`config.mk`:
```
export PLATFORM = sky130hd
export DESIGN_NAME = ord_front
export DESIGN_NICKNAME = d
export VERILOG_FILES = /design/src/rtl/assert_macros.svh /design/src/rtl/ord_pkg.sv /design/src/rtl/ord_front.sv
export SDC_FILE = /design/constraint.sdc
export NUM_CORES = 1
export LEC_CHECK = 0
export BUFFER_PORTS_ARGS = -buffer_cell sky130_fd_sc_hd__buf_2
export CORE_UTILIZATION = 37
export DETAILED_ROUTE_END_ITERATION = 6
export GPL_TIMING_DRIVEN = 0
export PLACE_DENSITY = 0.75
export SYNTH_ARGS = -nofsm -noshare
export SYNTH_HDL_FRONTEND = slang
export SYNTH_SLANG_ARGS = --single-unit
export TNS_END_PERCENT = 100
```
`constraint.sdc`:
```
create_clock -name clk -period 1.3 [get_ports clk]
set_input_delay 0.26 -clock clk [delete_from_list [all_inputs] [get_ports clk]]
set_output_delay 0.26 -clock clk [all_outputs]
set_load 0.005 [all_outputs]
```
`src/rtl/assert_macros.svh`:
```
// ----------------------------------------------------------------------------
// Assertion macros
// Shared concurrent assertion forms, compiled out when NO_ASSERTIONS is set.
// ----------------------------------------------------------------------------
`ifndef ASSERT_MACROS_SVH
`define ASSERT_MACROS_SVH

`ifndef NO_ASSERTIONS

// Hold an invariant at every clock edge outside reset.
`define ASSERT_ALWAYS(lbl, clk, rst_n, expr) \
	lbl: assert property (@(posedge clk) disable iff (!rst_n) (expr)) \
		else $error("invariant violated");

// Require the consequent in the same cycle as the antecedent.
`define ASSERT_IMPLIES(lbl, clk, rst_n, ante, cons) \
	lbl: assert property (@(posedge clk) disable iff (!rst_n) (ante) |-> (cons)) \
		else $error("implication violated");

// Require the consequent in the cycle after the antecedent.
`define ASSERT_NEXT(lbl, clk, rst_n, ante, cons) \
	lbl: assert property (@(posedge clk) disable iff (!rst_n) (ante) |=> (cons)) \
		else $error("next-cycle implication violated");

`else

`define ASSERT_ALWAYS(lbl, clk, rst_n, expr)
`define ASSERT_IMPLIES(lbl, clk, rst_n, ante, cons)
`define ASSERT_NEXT(lbl, clk, rst_n, ante, cons)

`endif

`endif

```
`src/rtl/ord_pkg.sv`:
```
// ----------------------------------------------------------------------------
// ord_pkg
// Types and constants shared by the output-restricted deque modules.
// ----------------------------------------------------------------------------
`timescale 1ns / 1ps

package ord_pkg;

	localparam int VALUE_BITS        = 64;
	localparam int OP_BITS           = 2;
	localparam int STATUS_BITS       = 2;
	localparam int DEPTH_DEFAULT     = 64;
	localparam int WORD_BITS_DEFAULT = 64;

	// Command queue between front and back.
	localparam int CMDQ_DEPTH = 2;
	localparam int CMDQ_PTR_W = $clog2(CMDQ_DEPTH);
	localparam int CMDQ_CNT_W = $clog2(CMDQ_DEPTH + 1);

	typedef enum logic [OP_BITS-1:0] {
		OP_PUSH_FRONT = 2'd0,
		OP_PUSH_REAR  = 2'd1,
		OP_POP_FRONT  = 2'd2,
		OP_DUMP       = 2'd3
	} op_t;

	typedef enum logic [STATUS_BITS-1:0] {
		ST_OK    = 2'd0,
		ST_FULL  = 2'd1,
		ST_EMPTY = 2'd2
	} status_t;

	// Classified command handed from front to back.
	typedef struct packed {
		logic                  insert;
		logic                  at_front;
		logic                  dump;
		logic [VALUE_BITS-1:0] value;
	} cmd_t;

	typedef enum logic {
		BK_IDLE,
		BK_READ
	} bk_state_t;

endpackage

```
`src/rtl/ord_front.sv`:
```
// ----------------------------------------------------------------------------
// ord_front
// Input stage: take a word, decode the opcode, register the command.
// ----------------------------------------------------------------------------
`timescale 1ns / 1ps

module ord_front (
	input  logic                           clk,
	input  logic                           arst_n,
	input  logic                           in_valid,
	output logic                           in_ready,
	input  logic [ord_pkg::OP_BITS-1:0]    in_op,
	input  logic [ord_pkg::VALUE_BITS-1:0] in_value,
	output logic                           cmd_valid,
	input  logic                           cmd_ready,
	output ord_pkg::cmd_t                  cmd
);

	logic          valid_s1;
	ord_pkg::cmd_t cmd_s1;
	ord_pkg::cmd_t decoded;
	ord_pkg::op_t  op;

	assign op = ord_pkg::op_t'(in_op);

	always_comb begin
		decoded.insert   = 1'b0;
		decoded.at_front = 1'b0;
		decoded.dump     = 1'b0;
		decoded.value    = in_value;
		case (op)
			ord_pkg::OP_PUSH_FRONT: begin
				decoded.insert   = 1'b1;
				decoded.at_front = 1'b1;
			end
			ord_pkg::OP_PUSH_REAR: begin
				decoded.insert = 1'b1;
			end
			ord_pkg::OP_POP_FRONT: begin
				decoded.at_front = 1'b1;
			end
			ord_pkg::OP_DUMP: begin
				decoded.dump = 1'b1;
			end
			default: begin
				decoded.dump = 1'b0;
			end
		endcase
	end

	// Accept whenever the stage is empty or drains this cycle.
	assign in_ready  = !valid_s1 || cmd_ready;
	assign cmd_valid = valid_s1;
	assign cmd       = cmd_s1;

	always_ff @(posedge clk or negedge arst_n) begin
		if (!arst_n) begin
			valid_s1 <= 1'b0;
		end else if (in_ready) begin
			valid_s1 <= in_valid;
		end
	end

	always_ff @(posedge clk) begin
		if (in_ready && in_valid) begin
			cmd_s1 <= decoded;
		end
	end

endmodule

```
==> flow_summary.ini <==
[run_status]
status = complete, but fails checks
violations = negative setup slack

[logic_synthesis]
synthMuxAreaShare_pct = 0
avgSynthCellArea_um2 = 28.07
yosys.area_share.simple_pct = 1.566
seq_area_frac_synth_pct = 98.07
yosys.cell_types.count = 7
synth_top_family_by_area = simple AND/OR/NAND/NOR gates
synth_area_um2 = 2077
synth_cells = 74
yosysWarnings = 0
syn_nets = 144
synth_compound_area_share_pct = 0
ys_ff_latch = 68
synth_adder_area_share_pct = 0
synth_xor_area_share_pct = 0

[power]
cellLeakagePower_nw = 1.321
finalPower_mw = 4.504
ir_worst_vdd_mv = 0.6657
p_per_area_nw_per_um2 = 1469

[detailed_routing]
drt_iter0_drc = 78
via_count = 1280
drc = 0
firstDrtPassIters = 4
antenna_left = 0
drt_wl_total_um = 4437
wire_per_inst_um = 14.79
viasPerCell = 4.267

[sta]
fin_skew_ns = 0.005645
worst-slew-pin-transition_ns = 0.4564
period_needed_ns = 1.305
hold_violations = 0
max-slew-margin-rel_pct = 69.57
worst_hold_slack_ns = 0.1044
setup_ws_ns = -0.004819
fin_crit_sh_pct = 100.4
rsz0062_at_grt = yes
fmax_mhz = 766.4
maxSlewViolCount = 0
setup_viol = 19
setup_tns_ns = -0.03366

[placement]
place_congestion = 0.6679
numPortBuffers = 138
dpl.cell_count = 282
placed_cell_area_um2 = 2855

[floorplanning]
die_x_um = 76.93
start_util_pct = 39.41
ioPinCount = 139
fp.dieH_um = 76.93
die_area_um2 = 5917
rows = 26
core_um2 = 5270

[global_route]
grt_pass1_wl_um = 6479
track_usage_pct = 15.87
overflow = 0
antenna_found_initial = 0
grt_pass1_vias = 1263
grt_max_degree = 35

[cts]
cts_setup_buffers = 0
clk_root_buffer_cell = clkbuf_8
tritoncts = done
cts_buffer_depth = 2
clk_latency_ns = 0.32
path_clk_slew_ns = 0.07
htreeDepth = 3
cts_made_buffers = 9
clock_sinks = 68

[worst_setup_path]
cp.arrival_ns = 1.28
timing.reg2reg.setup_slack_ns = -0.005
cpPeakStageDelay_ns = 0.44
r2r-start = cmd_valid
cpLargestDelayFamily = simple AND/OR/NAND/NOR gates
cp_max_fo = 33
r2r-end = cmd[5]
path_class = register to register
crit_slowest_cell = and2_4
cp.required_ns = 1.27
path_cells = nand2b_4, and2_4
crit_path_end_kind = register
critPathLaunchType = register
ff2ff_path_depth = 2
crit_buf_inv = 0

[min_path]
min_to = cmd[2]
worstHoldStart = in_value[2]
hold_depth = 1
holdCritPathClass = input pin to register

[finish]
area_growth_syn_to_layout_pct = 47.59
drive_above_1_share_pct = 67.83
final_nets = 295
layout.cells.non_filler = 300
stdcell_area_um2 = 3065
insertedDiodeCount = 0

[job]
maxCapViolCount = 0
metal layers:
metal	wire length [um]	track usage [%]
met5	0	0
met4	84	8.269
met3	415	7.381
met2	2329	27.32
met1	1608	15.86
report_power, final:
group	switching (mW)	internal, mW	total [mW]
clock network	0.746	0.874	1.62
logic	0.147	0.155	0.302
registers	0.0276	2.55	2.58
cells in the mapped netlist:
library cell  count  area, um2
and2_4            1      8.760
dfrtp_1           1      25.02
edfxtp_1         67       2012
inv_1             2      7.510
nand2b_1          1      6.260
nand2b_4          1      13.76
nor2_1            1      3.750
cell type report:
type	count	area (um2)
inverter	2	7.507
clock inverter	7	67.56
timing repair buffer	139	700.7
tap	70	87.58
multi-input combinational	5	41.29
sequential	68	2037
fill	428	2205
clock buffer	9	123.9
how the worst max path moves through the flow:
stage	endpoint	depth (start not counted)	from	slack, ns
finish	cmd[5]	2	cmd_valid	-0.005
floorplan	cmd[0]	2	cmd_valid	-0.13
CTS	cmd[63]	2	cmd_valid	-0.03
global placement	cmd[64]	2	cmd_valid	-0.26
detailed placement	cmd[50]	2	cmd_valid	-0.28
global route	cmd[59]	2	cmd_valid	-0.08
cell families (layout without fill, tap and decap cells):
kind of cell / count (synthesis) / after routing
buffers and inverters: 2 / 157
and+or+nand+nor: 4 / 5
DFF: 68 / 68
cells in the final DEF (no fill, tap or decap):
cell             n
nor2_1           1
and2_4           2
dlygate4sd3_1    1
nand2b_4         1
clkinv_4         1
inv_1            2
nand2b_1         1
edfxtp_1        67
clkinv_1         1
dfrtp_1          1
buf_2          138
clkbuf_8         9
clkinv_2         2
clkinvlp_4       2
bufinv_16        1
registers in the layout (all words and copies together) (netlist names):
| register | cells |
|---|---|
| cmd_valid | 1 |
| cmd | 67 |
repair_timing:
item,in CTS,in global routing
hold buffers,1,0
setup endpoints to repair,67,67
endpoints found under the hold margin,1,0
pin swaps,2,1
cloned,1,0
resized for setup,1,0
through the flow:
| stage | util (%) | setup slack [ns] |
|---|---|---|
| after floorplan | - | -0.1284 |
| after global placement | 54.18 | -0.2603 |
| after detailed placement | 54.18 | -0.2797 |
| after CTS | 58.17 | -0.02565 |
| after global routing | 58.17 | -0.08386 |
| final | 58.17 | -0.004819 |
Power figures use the tool's default switching activity.
