### config.mk
export PLATFORM = sky130hd
export DESIGN_NAME = ord_cmdq
export DESIGN_NICKNAME = d
export VERILOG_FILES = /design/src/rtl/ord_pkg.sv /design/src/rtl/ord_cmdq.sv
export VERILOG_INCLUDE_DIRS = /design/src /design/src/rtl
export SDC_FILE = /design/constraint.sdc
export NUM_CORES = 1
export LEC_CHECK = 0
export ABC_CLOCK_PERIOD_IN_PS = 3600
export BUFFER_PORTS_ARGS = -buffer_cell sky130_fd_sc_hd__buf_4
export CAP_MARGIN = 20
export CORE_MARGIN = 8
export CORE_UTILIZATION = 47
export DETAILED_ROUTE_END_ITERATION = 6
export PLACE_DENSITY = 0.74
export SLEW_MARGIN = 30
export SYNTH_ARGS = -nofsm -noshare
export SYNTH_HDL_FRONTEND = slang
export SYNTH_SLANG_ARGS = --single-unit
### constraint.sdc
create_clock -name clk -period 3.6 [get_ports clk]
set_input_delay 0.72 -clock clk [delete_from_list [all_inputs] [get_ports clk]]
set_output_delay 0.72 -clock clk [all_outputs]
set_load 0.01 [all_outputs]
### src/rtl/assert_macros.svh
// ----------------------------------------------------------------------------
// Assertion macros
// Shared concurrent assertion forms, compiled out when NO_ASSERTIONS is set.
// ----------------------------------------------------------------------------
`ifndef ASSERT_MACROS_SVH
`define ASSERT_MACROS_SVH

`ifndef NO_ASSERTIONS

// Hold an invariant at every clock edge outside reset.
`define ASSERT_ALWAYS(lbl, clk, rst_n, expr) \
	lbl: assert property (@(posedge clk) disable iff (!rst_n) (expr)) \
		else $error("invariant violated");

// Require the consequent in the same cycle as the antecedent.
`define ASSERT_IMPLIES(lbl, clk, rst_n, ante, cons) \
	lbl: assert property (@(posedge clk) disable iff (!rst_n) (ante) |-> (cons)) \
		else $error("implication violated");

// Require the consequent in the cycle after the antecedent.
`define ASSERT_NEXT(lbl, clk, rst_n, ante, cons) \
	lbl: assert property (@(posedge clk) disable iff (!rst_n) (ante) |=> (cons)) \
		else $error("next-cycle implication violated");

`else

`define ASSERT_ALWAYS(lbl, clk, rst_n, expr)
`define ASSERT_IMPLIES(lbl, clk, rst_n, ante, cons)
`define ASSERT_NEXT(lbl, clk, rst_n, ante, cons)

`endif

`endif

### src/rtl/ord_pkg.sv
// ----------------------------------------------------------------------------
// ord_pkg
// Types and constants shared by the output-restricted deque modules.
// ----------------------------------------------------------------------------
`timescale 1ns / 1ps

package ord_pkg;

	localparam int VALUE_BITS        = 64;
	localparam int OP_BITS           = 2;
	localparam int STATUS_BITS       = 2;
	localparam int DEPTH_DEFAULT     = 64;
	localparam int WORD_BITS_DEFAULT = 64;

	// Command queue between front and back.
	localparam int CMDQ_DEPTH = 2;
	localparam int CMDQ_PTR_W = $clog2(CMDQ_DEPTH);
	localparam int CMDQ_CNT_W = $clog2(CMDQ_DEPTH + 1);

	typedef enum logic [OP_BITS-1:0] {
		OP_PUSH_FRONT = 2'd0,
		OP_PUSH_REAR  = 2'd1,
		OP_POP_FRONT  = 2'd2,
		OP_DUMP       = 2'd3
	} op_t;

	typedef enum logic [STATUS_BITS-1:0] {
		ST_OK    = 2'd0,
		ST_FULL  = 2'd1,
		ST_EMPTY = 2'd2
	} status_t;

	// Classified command handed from front to back.
	typedef struct packed {
		logic                  insert;
		logic                  at_front;
		logic                  dump;
		logic [VALUE_BITS-1:0] value;
	} cmd_t;

	typedef enum logic {
		BK_IDLE,
		BK_READ
	} bk_state_t;

endpackage

### src/rtl/ord_cmdq.sv
// ----------------------------------------------------------------------------
// ord_cmdq
// Short command queue that decouples the front from the back.
// ----------------------------------------------------------------------------
`timescale 1ns / 1ps
`include "assert_macros.svh"

module ord_cmdq (
	input  logic          clk,
	input  logic          arst_n,
	input  logic          push_valid,
	output logic          push_ready,
	input  ord_pkg::cmd_t push_cmd,
	output logic          pop_valid,
	input  logic          pop_ready,
	output ord_pkg::cmd_t pop_cmd
);

	ord_pkg::cmd_t                    entry_q [ord_pkg::CMDQ_DEPTH];
	logic [ord_pkg::CMDQ_PTR_W-1:0]   wr_ptr_q;
	logic [ord_pkg::CMDQ_PTR_W-1:0]   rd_ptr_q;
	logic [ord_pkg::CMDQ_CNT_W-1:0]   fill_q;
	logic                             push;
	logic                             pop;

	function automatic logic [ord_pkg::CMDQ_PTR_W-1:0] ptr_next(
		input logic [ord_pkg::CMDQ_PTR_W-1:0] p
	);
		ptr_next = (p == ord_pkg::CMDQ_PTR_W'(ord_pkg::CMDQ_DEPTH - 1)) ?
			'0 : ord_pkg::CMDQ_PTR_W'(p + 1'b1);
	endfunction

	assign push_ready = (fill_q != ord_pkg::CMDQ_CNT_W'(ord_pkg::CMDQ_DEPTH));
	assign pop_valid  = (fill_q != '0);
	assign push       = push_valid && push_ready;
	assign pop        = pop_valid && pop_ready;
	assign pop_cmd    = entry_q[rd_ptr_q];

	always_ff @(posedge clk or negedge arst_n) begin
		if (!arst_n) begin
			wr_ptr_q <= '0;
			rd_ptr_q <= '0;
			fill_q   <= '0;
		end else begin
			if (push) begin
				wr_ptr_q <= ptr_next(wr_ptr_q);
			end
			if (pop) begin
				rd_ptr_q <= ptr_next(rd_ptr_q);
			end
			if (push && !pop) begin
				fill_q <= ord_pkg::CMDQ_CNT_W'(fill_q + 1'b1);
			end else if (pop && !push) begin
				fill_q <= ord_pkg::CMDQ_CNT_W'(fill_q - 1'b1);
			end
		end
	end

	always_ff @(posedge clk) begin
		if (push) begin
			entry_q[wr_ptr_q] <= push_cmd;
		end
	end

	`ASSERT_ALWAYS(a_fill_range, clk, arst_n, fill_q <= ord_pkg::CMDQ_CNT_W'(ord_pkg::CMDQ_DEPTH))

endmodule

==> results of run 1 <==
==> layer usage <==
metal  part of all wire  global-route usage  vias up
met4              0.012              0.0523        0
li1                   -                   -     1204
met3              0.076              0.0606       12
met1               0.40               0.147     1261
met5                  0                   0        -
met2               0.51               0.229       91
==> Yosys cell counts <==
library cell | number | area (µm²)
buf_8 | 2 | 30.0
buf_2 | 4 | 20.0
and3_1 | 1 | 6.26
inv_1 | 1 | 3.75
or2_2 | 1 | 6.26
xnor2_1 | 3 | 26.3
buf_6 | 2 | 22.5
nand2_1 | 2 | 7.51
ha_1 | 1 | 12.5
edfxtp_1 | 134 | 4020
nand2b_1 | 1 | 6.26
mux2_4 | 20 | 300
mux2_2 | 47 | 529
nor2_1 | 2 | 7.51
xor2_1 | 2 | 17.5
dfrtp_1 | 4 | 100
==> area by class of cell <==
| cell class | count | area [µm²] |
|---|---|---|
| clock buffers | 17 | 414 |
| repair buffers | 143 | 1110 |
| well taps | 140 | 175 |
| fillers | 760 | 3710 |
| multi-input cells | 80 | 932 |
| clock inverters | 15 | 269 |
| inverters | 1 | 3.75 |
| flip-flops and latches | 138 | 4130 |
==> cells by family (layout without fill, tap and decap cells) <==
group / count (synthesis) / in the layout
XOR/XNOR: 5 / 5
adder cells (fa/ha/maj): 1 / 1
buffers and inverters: 9 / 176
flip-flops: 138 / 138
multiplexers: 67 / 67
AND/OR/NAND/NOR: 7 / 7
==> per-stage QoR <==
step	utilization	total power, mW	instance area, µm²	worst slack (ns)	hold slack, ns
global placement	0.587	4.14	6300	1.15	0.475
finish	0.655	6.10	7040	0.755	0.390
CTS	0.653	6.18	7020	0.688	0.358
floorplan	-	3.41	5120	0.618	0.424
global route	0.655	6.38	7040	0.632	0.356
detailed placement	0.588	4.19	6320	1.25	0.487
==> worst min-delay path by stage <==
stage	from	end	slack (ns)	cells past startpoint
global placement	fill_q[1]$_DFFE_PN0P_	fill_q[1]$_DFFE_PN0P_	0.47	1
finish	push_cmd[41]	entry_q[0][41]$_DFFE_PP_	0.39	1
global route	push_cmd[16]	entry_q[0][16]$_DFFE_PP_	0.36	1
floorplan	arst_n	fill_q[0]$_DFFE_PN0P_	0.42	0
detailed placement	fill_q[1]$_DFFE_PN0P_	fill_q[1]$_DFFE_PN0P_	0.49	1
CTS	push_cmd[41]	entry_q[0][41]$_DFFE_PP_	0.36	1
==> sequential cells by signal (all words and copies together), names as in the netlist <==
signal    flops
entry_q     134
wr_ptr_q      1
rd_ptr_q      1
fill_q        2
==> what timing repair did <==
item	4_1_cts	5_1_grt
endpoints found under the hold margin	4	0
resized for setup	0	0
hold buffers	1	0
==> report_power, final <==
group          switching (mW)  internal (mW)
combinational           0.789          0.968
clock                   0.638           1.34
sequential              0.169           2.20
total                    1.60           4.50
==> impl_metrics.json, run 1 <==
{
  "outcome": "completed",
  "critPathBufInv": 2,
  "grt_pass1_vias": 2932,
  "cts_sinks": 138,
  "arrival_ns": 2.12,
  "fin_skew_ns": 0.00574,
  "cts_root_buffer": "clkbuf_8",
  "syn_nets": 299,
  "syn_area_mm2": 0.00512,
  "r2r_cells": 4,
  "seq_area_frac_synth": 0.805,
  "syn_area_per_cell_um2": 22.6,
  "cp.required_ns": 2.88,
  "synth_top_family_by_area": "multiplexers",
  "max_cap_violations": 0,
  "synth_cells": 227,
  "cts_buffers": 17,
  "endpoint": "pop_cmd[54]",
  "worst_pin_slew_ns": 0.639,
  "finalMaxSlewViolations": 0,
  "synthAdderAreaFrac": 0.00244,
  "post-route-min-period_ns": 2.84,
  "crit_fanout": 35,
  "drtIter0Drc": 152,
  "final_nets": 453,
  "core-area_mm2": 0.0107,
  "antenna_found_initial": 0,
  "cp-start-kind": "flip-flop",
  "synth_xor_area_frac": 0.00855,
  "r2r-end": "entry_q[0][25]$_DFFE_PP_",
  "power_density_mw_per_mm2": 867,
  "overflow": 0,
  "yosysWarnings": 0,
  "drt_wl_total_um": 9520,
  "cp_slowest_cell": "dfrtp_4",
  "io_buffers": 139,
  "rows": 38,
  "ant_nets": 0,
  "insertion_delay_ns": 0.51,
  "max_slew_margin": 0.573,
  "grt_max_degree": 68,
  "critPathTopFamily": "flip-flops",
  "n_antenna_cell": 0,
  "io_pins": 140,
  "crit_type": "flip-flop to primary output",
  "die_area_mm2": 0.0145,
  "final_common_cell": "buf_4",
  "cpPeakStageDelay_ns": 0.74,
  "r2r_slack_ns": 1.60,
  "worstSetupEndpointType": "primary output",
  "postCtsSetupRepairBufs": 0,
  "leakagePower_nw": 2.71,
  "die_w_um": 120,
  "synth_compound_area_frac": 0,
  "grt_usage": 0.135,
  "fmax_mhz": 352,
  "crit_chain": "buf_12 > mux2_2 > buf_4",
  "fin_crit_sh": 0.790,
  "synth_simple_gate_area_share": 0.00660,
  "synth_cell_types": 16,
  "dp.cells": 500,
  "r2r_start": "fill_q[0]$_DFFE_PN0P_",
  "synth_mux_area_frac": 0.162,
  "first_pass_iters": 4,
  "rsz0062_at_grt": "no",
  "setup_tns_ns": 0,
  "cts.clk_slew.worst_paths_ns": 0.06,
  "final_cell_count_no_fill": 534,
  "die_h_um": 120,
  "num_vias": 2568,
  "startpoint": "rd_ptr_q$_DFFE_PN0P_",
  "clock_path_buffers": 2,
  "setup_viol": 0,
  "hp-class": "input pin to flip-flop",
  "grt_first_pass_wirelength_um": 14900,
  "drc": 0,
  "hold_viol": 0,
  "syn_to_final_growth_pct": 37.4,
  "start_util": 0.476,
  "viasPerCell": 4.81,
  "htree_levels": 4,
  "cp_num_cells": 3,
  "cts_tree": "built",
  "gp_congestion": 0.684,
  "synth_seq_cells": 138,
  "wire_per_inst_um": 17.8,
  "peakVddDrop_uv": 526,
  "dp_hpwl_um": 6420,
  "final_cell_mix": "139 x buf_4, 134 x edfxtp_1, 47 x mux2_2",
  "drive_gt1_frac": 0.619
}
(Power assumes the default switching activity.)
==> run 2: changes to the inputs <==
--- a/config.mk
+++ b/config.mk
@@ -6,13 +6,13 @@
 export SDC_FILE = /design/constraint.sdc
 export NUM_CORES = 1
 export LEC_CHECK = 0
-export ABC_CLOCK_PERIOD_IN_PS = 3600
+export ABC_CLOCK_PERIOD_IN_PS = 2900
 export BUFFER_PORTS_ARGS = -buffer_cell sky130_fd_sc_hd__buf_4
 export CAP_MARGIN = 20
 export CORE_MARGIN = 8
-export CORE_UTILIZATION = 47
+export CORE_UTILIZATION = 50
 export DETAILED_ROUTE_END_ITERATION = 6
-export PLACE_DENSITY = 0.74
+export PLACE_DENSITY = 0.75
 export SLEW_MARGIN = 30
 export SYNTH_ARGS = -nofsm -noshare
 export SYNTH_HDL_FRONTEND = slang
==> constraint.sdc (replaced) <==
create_clock -name clk -period 2.9 [get_ports clk]
set_input_delay 0.58 -clock clk [delete_from_list [all_inputs] [get_ports clk]]
set_output_delay 0.58 -clock clk [all_outputs]
set_load 0.01 [all_outputs]
==> impl_metrics.json, run 2 (same netlist as run 1, synthesis figures left out) <==
{
  "cts_buffers": 17,
  "grt_first_pass_wirelength_um": 13700,
  "top_register": "entry_q",
  "final_area_mm2": 0.00686,
  "finalPower_mw": 6.95,
  "drtIter0Drc": 117,
  "crit_fanout": 32,
  "post-route-min-period_ns": 2.63,
  "ant_nets": 0,
  "fin_hold_ws_ns": 0.265,
  "post-route-util": 0.676,
  "drc": 0,
  "final_cell_mix": "145 x buf_4, 134 x edfxtp_1, 47 x mux2_2",
  "final_common_cell": "buf_4",
  "power_density_mw_per_mm2": 1010,
  "fmax_mhz": 380,
  "reg_top3": "entry_q (134), fill_q (2)",
  "cpPeakStageDelay_ns": 0.74,
  "worstSetupEndpointType": "primary output",
  "overflow": 0,
  "crit_type": "flip-flop to primary output",
  "cp.required_ns": 2.32,
  "grt_max_degree": 42,
  "dp.cells": 501,
  "rows": 37,
  "grtUsageMet2": 0.224,
  "outcome": "completed",
  "drt_wl_total_um": 9310,
  "core-area_mm2": 0.0101,
  "final_nets": 457,
  "use_met1": 0.151,
  "die_w_um": 117,
  "cts_tree": "built",
  "setup_tns_ns": 0,
  "grt_pass1_vias": 2831,
  "start_util": 0.505,
  "cpMostUsedCell": "buf_4",
  "leakagePower_nw": 2.65,
  "cp_slowest_cell": "dfrtp_4",
  "cts_sinks": 138,
  "fin_skew_ns": 0.00643,
  "n_fill_cell": 683,
  "max_slew_margin": 0.639,
  "final_cell_count_no_fill": 533,
  "setup_viol": 0,
  "die_area_mm2": 0.0137,
  "first_pass_iters": 4,
  "drive_gt1_frac": 0.612,
  "wire_per_inst_um": 17.5,
  "pre_cts_slack_ns": 0.748,
  "crit_chain": "buf_4 > mux2_2 > buf_4",
  "cts_root_buffer": "clkbuf_8",
  "io_buffers": 139,
  "rsz0062_at_grt": "no",
  "fin_crit_sh": 0.908,
  "placed_cell_area_mm2": 0.00634,
  "setup_slack_ns": 0.266,
  "grt.busiest_layer": "met2",
  "hold_viol": 0,
  "max_cap_violations": 0,
  "n_antenna_cell": 0,
  "finalMaxSlewViolations": 0,
  "insertion_delay_ns": 0.50,
  "worst_pin_slew_ns": 0.541,
  "num_vias": 2560,
  "syn_to_final_growth_pct": 33.9,
  "antenna_found_initial": 0,
  "cp-start-kind": "flip-flop",
  "grt_usage": 0.137,
  "arrival_ns": 2.05,
  "met3_usage": 0.0570,
  "viasPerCell": 4.80,
  "largest_reg_flops": 134,
  "io_pins": 140,
  "peakVddDrop_uv": 480,
  "hp-class": "input pin to flip-flop",
  "htree_levels": 4,
  "postCtsSetupRepairBufs": 0,
  "gp_congestion": 0.711,
  "clock_path_buffers": 2,
  "die_h_um": 117,
  "dp_hpwl_um": 6400,
  "cts.clk_slew.worst_paths_ns": 0.06
}
==> run 2: cell count changes in the layout (fill, tap and decap cells not counted) <==
| cell | delta |
|---|---|
| clkinv_2 | +5 |
| clkbuf_1 | +4 |
| clkinv_4 | -2 |
| inv_6 | -2 |
| buf_4 | +6 |
| and3_4 | -1 |
| buf_12 | -2 |
| and3_2 | +1 |
| bufinv_16 | -6 |
==> run 2: routing by layer <==
| metal | vias up | share of wire |
|---|---|---|
| met3 | 11 | 0.091 |
| met5 | - | 0 |
| li1 | 1210 | - |
| met1 | 1249 | 0.39 |
| met2 | 90 | 0.51 |
| met4 | 0 | 0.012 |
==> run 2: timing repair <==
item,4_1_cts,5_1_grt
hold endpoints to repair,4,0
resized for setup,0,0
hold buffers,1,0
==> run 2: worst paths after layout <==
| kind | depth (start not counted) | slack (ns) | from | end |
|---|---|---|---|---|
| worst min register to register | 1 | 0.49 | fill_q[1]$_DFFE_PN0P_ | fill_q[1]$_DFFE_PN0P_ |
| max in group asynchronous | 2 | 2.33 | arst_n | rd_ptr_q$_DFFE_PN0P_ |
| worst max register to register | 4 | 1.25 | fill_q[0]$_DFFE_PN0P_ | entry_q[0][63]$_DFFE_PP_ |
| worst max-delay path | 3 | 0.27 | rd_ptr_q$_DFFE_PN0P_ | pop_cmd[7] |
| worst min-delay path | 1 | 0.26 | push_cmd[23] | entry_q[1][23]$_DFFE_PP_ |
| min in group asynchronous | 2 | 0.44 | arst_n | fill_q[1]$_DFFE_PN0P_ |
==> run 2: critical path: cells and delay by family (launching register included) <==
kind | cells | cell delay, ns
buffers and inverters | 2 | 0.45
DFF | 1 | 0.74
muxes | 1 | 0.37
==> run 2: power breakdown <==
group | internal, mW | total, mW | switching (mW)
registers | 2.74 | 2.95 | 0.210
clock network | 1.12 | 1.83 | 0.714
logic | 1.20 | 2.17 | 0.970
==> run 2: cell type report <==
type / instances / area [µm²] / share of cell area
sequential: 138 / 4130 / 0.602
multi-input combinational: 80 / 928 / 0.135
clock inverter: 10 / 78.8 / 0.0115
inverter: 1 / 3.75 / 0.000547
timing repair buffer: 147 / 1120 / 0.163
tap: 136 / 170 / 0.0248
clock buffer: 21 / 429 / 0.0626
==> run 3: changes to the inputs <==
--- a/config.mk
+++ b/config.mk
@@ -12,7 +12,7 @@
 export CORE_MARGIN = 8
 export CORE_UTILIZATION = 50
 export DETAILED_ROUTE_END_ITERATION = 6
-export PLACE_DENSITY = 0.75
+export PLACE_DENSITY_LB_ADDON = 0.05
 export SLEW_MARGIN = 30
 export SYNTH_ARGS = -nofsm -noshare
 export SYNTH_HDL_FRONTEND = slang
==> impl_metrics.json, run 3 (same netlist as run 1, synthesis figures left out) <==
{
  "outcome": "completed",
  "syn_to_final_growth_pct": 35.1,
  "final_cell_count_no_fill": 530,
  "crit_type": "flip-flop to primary output",
  "finalPower_mw": 7.15,
  "finalMaxSlewViolations": 0,
  "start_util": 0.505,
  "post-route-min-period_ns": 2.72,
  "largest_reg_flops": 134,
  "top_register": "entry_q",
  "rsz0062_at_grt": "no",
  "grt_max_degree": 63,
  "grt_first_pass_wirelength_um": 14400,
  "core-area_mm2": 0.0101,
  "hold_viol": 0,
  "cp-start-kind": "flip-flop",
  "num_vias": 2549,
  "setup_slack_ns": 0.181,
  "peakVddDrop_uv": 610,
  "cts_root_buffer": "clkbuf_8",
  "clock_path_buffers": 2,
  "cts_tree": "built",
  "antenna_found_initial": 0,
  "dp_hpwl_um": 6520,
  "die_h_um": 117,
  "r2r_cells": 4,
  "ant_nets": 0,
  "wire_per_inst_um": 18.4,
  "io_pins": 140,
  "cts_sinks": 138,
  "dp.cells": 498,
  "hold_path_depth": 1,
  "pre_cts_slack_ns": 0.691,
  "drtIter0Drc": 132,
  "final_cell_mix": "139 x buf_4, 134 x edfxtp_1, 47 x mux2_2",
  "cp.required_ns": 2.32,
  "cts_buffers": 17,
  "first_pass_iters": 5,
  "die_w_um": 117,
  "overflow": 0,
  "drive_gt1_frac": 0.612,
  "postCtsSetupRepairBufs": 0,
  "htree_levels": 4,
  "leakagePower_nw": 2.68,
  "fin_hold_ws_ns": 0.252,
  "setup_tns_ns": 0,
  "worstSetupEndpointType": "primary output",
  "drc": 0,
  "insertion_delay_ns": 0.51,
  "grt_pass1_vias": 2795,
  "fmax_mhz": 368,
  "gp_congestion": 0.731,
  "fin_skew_ns": 0.00436,
  "final_nets": 454,
  "rows": 37,
  "max_cap_violations": 0,
  "reg_top3": "entry_q (134), fill_q (2)",
  "max_slew_margin": 0.592,
  "n_antenna_cell": 0,
  "worst_pin_slew_ns": 0.610,
  "die_area_mm2": 0.0137,
  "cts.clk_slew.worst_paths_ns": 0.06,
  "final_common_cell": "buf_4",
  "hp-class": "input pin to flip-flop",
  "grt_usage": 0.147,
  "power_density_mw_per_mm2": 1030,
  "drt_wl_total_um": 9740,
  "viasPerCell": 4.81,
  "io_buffers": 139,
  "arrival_ns": 2.14,
  "crit_fanout": 35,
  "setup_viol": 0,
  "fin_crit_sh": 0.937
}
## run 3: timing repair
action,in CTS,in global routing
gates resized for setup,0,0
hold buffers,1,0
endpoints found under the hold margin,4,0
## run 3: critical path, cell delays in order, from the launching register on
cell and delay, ns:
dfrtp_4 0.76, buf_12 0.31, mux2_2 0.38, buf_4 0.15
## run 3: area by class of cell
class	count	area, µm²
Timing Repair Buffer	144	1130
Clock inverter	11	129
Sequential cell	138	4130
Clock buffer	20	425
Multi-Input combinational cell	80	928
Tap cell	136	170
Fill cell	687	3220
Inverter	1	3.75
## run 3: power breakdown
part,switching [mW],internal (mW),leakage [nW]
logic,0.979,1.22,1.11
clock network,0.716,1.29,0.279
registers,0.217,2.73,1.29
## run 3: through the flow
step                 util  instance area [µm²]
finish              0.682                 6920
global route        0.682                 6920
CTS                 0.682                 6920
detailed placement  0.627                 6350
global placement    0.627                 6350
floorplan               -                 5120
## run 3: worst paths after layout
path	from	endpoint	slack (ns)
worst max-delay path	rd_ptr_q$_DFFE_PN0P_	pop_cmd[66]	0.18
worst min-delay path	push_cmd[16]	entry_q[1][16]$_DFFE_PP_	0.25
worst max register to register	fill_q[0]$_DFFE_PN0P_	entry_q[0][61]$_DFFE_PP_	1.07
worst min register to register	fill_q[1]$_DFFE_PN0P_	fill_q[1]$_DFFE_PN0P_	0.49
max in group asynchronous	arst_n	rd_ptr_q$_DFFE_PN0P_	2.37
min in group asynchronous	arst_n	rd_ptr_q$_DFFE_PN0P_	0.41
## run 3: layer usage
layer	track usage	up-vias	wire [µm]
met4	0.0794	0	185
met2	0.226	94	4770
met5	0	-	0
met1	0.172	1231	4000
met3	0.0626	16	787
li1	-	1208	-
